$ cat config.mk
export PLATFORM = sky130hd
export DESIGN_NAME = mrf_front
export DESIGN_NICKNAME = d
export VERILOG_FILES = /design/src/mrf_pkg.sv /design/src/mrf_front.sv
export VERILOG_INCLUDE_DIRS = /design/src /design/src/src
export SDC_FILE = /design/constraint.sdc
export NUM_CORES = 1
export LEC_CHECK = 0
export ABC_AREA = 1
export BUFFER_PORTS_ARGS = -buffer_cell sky130_fd_sc_hd__buf_2
export CAP_MARGIN = 20
export CORE_ASPECT_RATIO = 0.5
export CORE_MARGIN = 4
export CORE_UTILIZATION = 49
export CTS_BUF_LIST = sky130_fd_sc_hd__clkbuf_16
export DETAILED_ROUTE_END_ITERATION = 8
export GPL_ROUTABILITY_DRIVEN = 0
export PLACE_DENSITY = 0.81
export SETUP_SLACK_MARGIN = 0.05
export SYNTH_ARGS = -nofsm -noshare
export SYNTH_HDL_FRONTEND = slang
export SYNTH_SLANG_ARGS = --single-unit
$ cat constraint.sdc
create_clock -name clk -period 3.8 [get_ports clk]
set_input_delay 1.14 -clock clk [delete_from_list [all_inputs] [get_ports clk]]
set_output_delay 1.14 -clock clk [all_outputs]
set_load 0.01 [all_outputs]
$ cat src/modbus_rtu_request_framer_unit_defines.svh
// Assertion macros shared by the request framer modules.
// Needs a clock named clk and an active-low reset named arst_n in scope.
`ifndef MODBUS_RTU_REQUEST_FRAMER_UNIT_DEFINES_SVH
`define MODBUS_RTU_REQUEST_FRAMER_UNIT_DEFINES_SVH
`ifndef SYNTHESIS
// Condition that must hold at every clock edge outside reset.
`define MRF_ASSERT(lbl, cond) \
	lbl: assert property (@(posedge clk) disable iff (!arst_n) (cond)) \
		else $error("framer check failed");
// Implication checked at every clock edge outside reset.
`define MRF_ASSERT_IMP(lbl, ante, cons) \
	lbl: assert property (@(posedge clk) disable iff (!arst_n) (ante) |-> (cons)) \
		else $error("framer check failed");
`else
`define MRF_ASSERT(lbl, cond)
`define MRF_ASSERT_IMP(lbl, ante, cons)
`endif
`endif

$ cat src/mrf_pkg.sv
// Package of the Modbus RTU request framer: types, codes, constants, CRC step.
// Used by every module of the block; depends on nothing.
package mrf_pkg;

	localparam int COIL_ENTRIES_DEF   = 128;
	localparam int REG_ENTRIES_DEF    = 1024;
	localparam int MAX_WRITE_REGS_DEF = 16;
	localparam int MAX_COIL_BYTES     = 32;
	localparam int MAX_COILS          = 8 * MAX_COIL_BYTES;
	localparam int K_W                = 9;

	// Input commands.
	localparam logic [1:0] CMD_LOAD_COIL = 2'd0;
	localparam logic [1:0] CMD_LOAD_REG  = 2'd1;
	localparam logic [1:0] CMD_REQUEST   = 2'd2;

	// Result status codes.
	localparam logic [1:0] ST_FRAME = 2'd0;
	localparam logic [1:0] ST_NONE  = 2'd1;
	localparam logic [1:0] ST_ERR   = 2'd2;

	// Function codes.
	localparam logic [7:0] FC_RD_COILS  = 8'd1;
	localparam logic [7:0] FC_RD_INPUTS = 8'd2;
	localparam logic [7:0] FC_RD_REGS   = 8'd3;
	localparam logic [7:0] FC_WR_COIL   = 8'd5;
	localparam logic [7:0] FC_WR_REG    = 8'd6;
	localparam logic [7:0] FC_WR_COILS  = 8'd15;
	localparam logic [7:0] FC_WR_REGS   = 8'd16;

	localparam logic [15:0] CRC_INIT = 16'hFFFF;
	localparam logic [15:0] CRC_POLY = 16'hA001;
	localparam logic [15:0] COIL_ON  = 16'hFF00;
	localparam logic [15:0] COIL_OFF = 16'h0000;

	// Work kinds decided by the front end.
	typedef enum logic [3:0] {
		K_ACK,
		K_ERR,
		K_LD_COIL,
		K_LD_REG,
		K_RD,
		K_F05,
		K_F06,
		K_F15,
		K_F16
	} kind_t;

	typedef struct packed {
		kind_t       kind;
		logic [7:0]  slave;
		logic [7:0]  fc;
		logic [15:0] addr;
		logic [15:0] vol;
		logic [15:0] data;
	} desc_t;

	typedef enum logic [3:0] {
		B_CLEAR,
		B_IDLE,
		B_FETCH,
		B_HDR,
		B_G_RD,
		B_G_ACC,
		B_COIL_OUT,
		B_R_RD,
		B_R_LAT,
		B_R_HI,
		B_R_LO,
		B_CRC_LO,
		B_CRC_HI,
		B_SINGLE
	} bstate_t;

	// One byte of CRC-16/MODBUS, bit by bit.
	function automatic logic [15:0] crc_byte(input logic [15:0] c, input logic [7:0] b);
		logic [15:0] x;
		x = c ^ {8'h00, b};
		for (int i = 0; i < 8; i++) begin
			x = x[0] ? ((x >> 1) ^ CRC_POLY) : (x >> 1);
		end
		return x;
	endfunction

endpackage

$ cat src/mrf_front.sv
// Front end of the request framer: classifies input items and queues them.
// Depends on mrf_pkg and the assertion macro header.
`include "modbus_rtu_request_framer_unit_defines.svh"
module mrf_front
	import mrf_pkg::*;
#(
	parameter int COIL_ENTRIES   = COIL_ENTRIES_DEF,
	parameter int REG_ENTRIES    = REG_ENTRIES_DEF,
	parameter int MAX_WRITE_REGS = MAX_WRITE_REGS_DEF
) (
	input  logic        clk,
	input  logic        arst_n,
	input  logic        s_tvalid,
	output logic        s_tready,
	input  logic [79:0] s_tdata,
	input  logic [1:0]  s_tuser,
	input  logic        accept_ok,
	output logic        q_valid,
	output desc_t       q_head,
	input  logic        q_pop
);

	logic [7:0]  slave;
	logic [7:0]  fc;
	logic [15:0] start;
	logic [15:0] vol;
	logic [9:0]  idx;
	logic [15:0] data;
	logic [16:0] span;
	desc_t       desc;
	desc_t       q_mem [2];
	logic        wr_q;
	logic        rd_q;
	logic [1:0]  cnt_q;
	logic        push;

	assign slave = s_tdata[7:0];
	assign fc    = s_tdata[15:8];
	assign start = s_tdata[31:16];
	assign vol   = s_tdata[47:32];
	assign idx   = s_tdata[57:48];
	assign data  = s_tdata[73:58];
	assign span  = {1'b0, start} + {1'b0, vol};

	// Classify the item and run the range checks.
	always_comb begin
		desc.slave = slave;
		desc.fc    = fc;
		desc.addr  = start;
		desc.vol   = vol;
		desc.data  = data;
		desc.kind  = K_ERR;
		unique case (s_tuser)
			CMD_LOAD_COIL: begin
				desc.addr = {6'd0, idx};
				desc.kind = (17'(idx) >= 17'(COIL_ENTRIES)) ? K_ERR : K_LD_COIL;
			end
			CMD_LOAD_REG: begin
				desc.addr = {6'd0, idx};
				desc.kind = (17'(idx) >= 17'(REG_ENTRIES)) ? K_ERR : K_LD_REG;
			end
			CMD_REQUEST: begin
				unique case (fc) inside
					FC_RD_COILS, FC_RD_INPUTS, FC_RD_REGS: desc.kind = K_RD;
					FC_WR_COIL: begin
						if (vol != 16'd1)
							desc.kind = K_ACK;
						else if (17'(start) >= 17'(COIL_ENTRIES))
							desc.kind = K_ERR;
						else
							desc.kind = K_F05;
					end
					FC_WR_REG: begin
						desc.kind = (17'(start) >= 17'(REG_ENTRIES)) ? K_ERR : K_F06;
					end
					FC_WR_COILS: begin
						if (vol == 16'd0 || 17'(vol) > 17'(MAX_COILS)
								|| span > 17'(COIL_ENTRIES))
							desc.kind = K_ERR;
						else
							desc.kind = K_F15;
					end
					FC_WR_REGS: begin
						if (vol == 16'd0 || 17'(vol) > 17'(MAX_WRITE_REGS)
								|| span > 17'(REG_ENTRIES))
							desc.kind = K_ERR;
						else
							desc.kind = K_F16;
					end
					default: desc.kind = K_ACK;
				endcase
			end
			default: desc.kind = K_ERR;
		endcase
	end

	// Two-entry queue toward the back end.
	assign s_tready = accept_ok && (cnt_q != 2'd2);
	assign push     = s_tvalid && s_tready;
	assign q_valid  = (cnt_q != 2'd0);
	assign q_head   = q_mem[rd_q];

	always_ff @(posedge clk or negedge arst_n) begin
		if (!arst_n) begin
			wr_q  <= 1'b0;
			rd_q  <= 1'b0;
			cnt_q <= 2'd0;
		end else begin
			if (push) wr_q <= ~wr_q;
			if (q_pop) rd_q <= ~rd_q;
			cnt_q <= cnt_q + 2'(push) - 2'(q_pop);
		end
	end

	always_ff @(posedge clk) begin
		if (push) q_mem[wr_q] <= desc;
	end

	`MRF_ASSERT(a_cnt_range, cnt_q <= 2'd2)
	`MRF_ASSERT_IMP(a_pop_nonempty, q_pop, cnt_q != 2'd0)

endmodule

==> results_dict.tcl <==
set metrics [dict create \
    clock.fmax_mhz 311 \
    crit_fanout 5 \
    critPathLaunch "s_tdata[32]" \
    cts_made_buffers 17 \
    relSlewSlack 0.532 \
    p_int_uw 3510 \
    post-route-drc-count 0 \
    initial_core_util 0.503 \
    vias 5072 \
    synth_top_area_cell "edfxtp_1" \
    total_power_uw 4950 \
    post_drt_wl_per_cell_um 16.5 \
    syn_to_final_growth_pct 22.6 \
    htreeDepth 4 \
    fin_crit_ns 3.22 \
    critPathKind "primary input to flip-flop" \
    fin_worst_hold_slack_ns 0.526 \
    cts.path.max_buffers 2 \
    dieHeight_um 91.6 \
    synth_edf_count 136 \
    clkTransAtPathRegs_ns 0.05 \
    cts_tree "done" \
    power.share.sequential 0.408 \
    final_cell_mix "nand2_1 (150), buf_2 (150), edfxtp_1 (136), inv_1 (73), mux2_2 (68)" \
    grt_first_pass_wirelength_um 25100 \
    post-route-period-util 0.847 \
    ir_worst_vdd_uv 355 \
    fp.dieArea_mm2 0.0161 \
    synth_nets 700 \
    worstReg2RegEnd "q_mem[1][34]$_DFFE_PP_" \
    critPathLaunchType "primary input" \
    worst_slack_ns 0.581 \
    grt_overflow 0 \
    hold_buffers 0 \
    die_x_um 175 \
    ios 157 \
    post_cts.repair.setup_buffers 0 \
    grt_util_all_layers 0.199 \
    worstReg2RegStart "cnt_q[1]$_DFF_PN0_" \
    synth_top_area_frac 0.596 \
    grt_pass1_vias 5105 \
    ys_ff_latch 140 \
    crit_required_ns 3.95 \
    dr.pass1.iters 5 \
    drtAntennaViolNets 0 \
    setup-violations-final 0 \
    ys_seq_area_frac 0.611 \
    dp_hpwl_um 11000 \
    synth_area_leaders "edfxtp_1 (60%), mux2_2 (11%), nand2_1 (8.2%)" \
    insertion_delay_ns 0.41 \
    layout-drive-gt1-share 0.365 \
    dp_slack_ns 0.252 \
    p_leak_uw 0.00367 \
    ctsRootBufferMaster "clkbuf_16" \
    synthFlopType "edfxtp_1" \
    tightest_slew_ns 0.702 \
    swShare 0.291 \
    row_count 30 \
    clock-sinks 140 \
    crit_path_end "q_mem[1][64]$_DFFE_PP_" \
    syn_inst 594 \
    arrival_ns 3.37 \
    antenna_found_initial 0 \
    fin_tns_setup_ns 0 \
    p_switching_uw 1440 \
    outcome "complete, no violations" \
    fin_nets 863 \
    syn_area_mm2 0.00685 \
    maxCapViolCount 0 \
    synth.distinct_cells 40 \
    ff2ff_path_depth 4 \
    wl_um 15800 \
    cts_repair_resize_count 0 \
    crit_path_end_kind "flip-flop" \
    ys_async_sr_fraction 0.0286 \
    synth_area_per_cell_um2 11.5 \
    ys_warn_count 0 \
    hold_class "primary input to asynchronous set/reset pin" \
    rrSetupSlack_ns 1.82 \
    power.combinational.fraction 0.286 \
    viasPerCell 5.28 \
    grt_setup_unrepaired "false" \
    final-max-slew-violation-count 0 \
    core_mm2 0.0136 \
    portBuffers 150 \
    drt_iter0_markers 407 \
    powerDensity_mw_per_mm2 589 \
    diodes 0 \
    clkPwrFrac 0.307 \
    finClkSkew_ns 0.00450 \
    grt_max_degree 56 \
    timing.final.hold_violations 0 \
]
-- cell type report --
type                    count  area, um2
clock buffers              17        425
clock inverters            14        115
fillers                  1049       5230
inverters                  73        274
multi-input cells         370       2360
flip-flops and latches    140       4190
well taps                 192        240
repair buffers            155        801
-- per-stage QoR --
stage / utilization / std cells / instance area [um2]
after CTS: 0.616 / 961 / 8400
after global placement: 0.577 / 930 / 7860
after detailed placement: 0.577 / 930 / 7860
after global routing: 0.616 / 961 / 8400
final: 0.616 / 961 / 8400
after floorplan: - / 594 / 6860
-- state kept, by name (all words and copies together) (netlist names) --
| name | count |
|---|---|
| q_mem | 136 |
| cnt_q | 2 |
| rd_q | 1 |
| wr_q | 1 |
-- Yosys cell counts, types with 3 or more instances --
cell type    n
nand3_1     31
edfxtp_1   136
nor3_1       6
nand2_2      7
nor4_1       5
a21oi_1     10
nor2_2       4
inv_2        4
inv_1       69
nand3b_1     5
buf_1        5
ha_1        18
clkbuf_1     3
or2_2        4
nand2_1    150
nand3_2      3
mux2_2      68
nor2_1      32
dfrtp_1      4
nand4_1      4
-- kinds of logic after synthesis --
logic type                 synth area share
xor gates and xnor gates            0.00511
DFF                                   0.611
and+or+nand+nor                       0.172
AOI/OAI and AO/OA                    0.0173
adders and majority gates            0.0358
buffers and inverters                0.0475
muxes                                 0.112
-- worst max-delay path, stage by stage --
cell and delay, ns:
buf_2 0.14, ha_1 0.27, fa_1 0.44, or2_2 0.30
a21oi_1 0.12, nand3_1 0.08, nor2_1 0.10, nand3_1 0.10
inv_1 0.07, nand3_1 0.06, nand2_1 0.08, nand3_1 0.12
nand2_1 0.10, nand2_1 0.07, nand2_1 0.08, nand2_1 0.08
-- routing by layer --
layer,track usage,vias up,part of all wire
li1,-,2374,-
met1,0.220,2427,0.37
met2,0.370,226,0.53
met3,0.0453,45,0.068
met4,0.0843,0,0.029
met5,0,-,0
-- power by group through the flow --
stage	sequential (uW)	clock [uW]	combinational, uW
finish	2020	1520	1410
global route	2040	1620	1530
CTS	2020	1540	1430
detailed placement	2050	0	1420
global placement	2030	0	1390
floorplan	2000	0	936
-- worst min path at each step --
stage | to | slack [ns] | cells after the start | startpoint
after global routing | cnt_q[0]$_DFF_PN0_ | 0.51 | 1 | arst_n
after global placement | cnt_q[0]$_DFF_PN0_ | 0.50 | 1 | cnt_q[0]$_DFF_PN0_
after floorplan | cnt_q[0]$_DFF_PN0_ | 0.49 | 1 | cnt_q[0]$_DFF_PN0_
after CTS | cnt_q[0]$_DFF_PN0_ | 0.51 | 1 | arst_n
after detailed placement | cnt_q[0]$_DFF_PN0_ | 0.52 | 1 | cnt_q[0]$_DFF_PN0_
final | wr_q$_DFFE_PN0P_ | 0.53 | 1 | arst_n
Power figures use the tool's default switching activity.
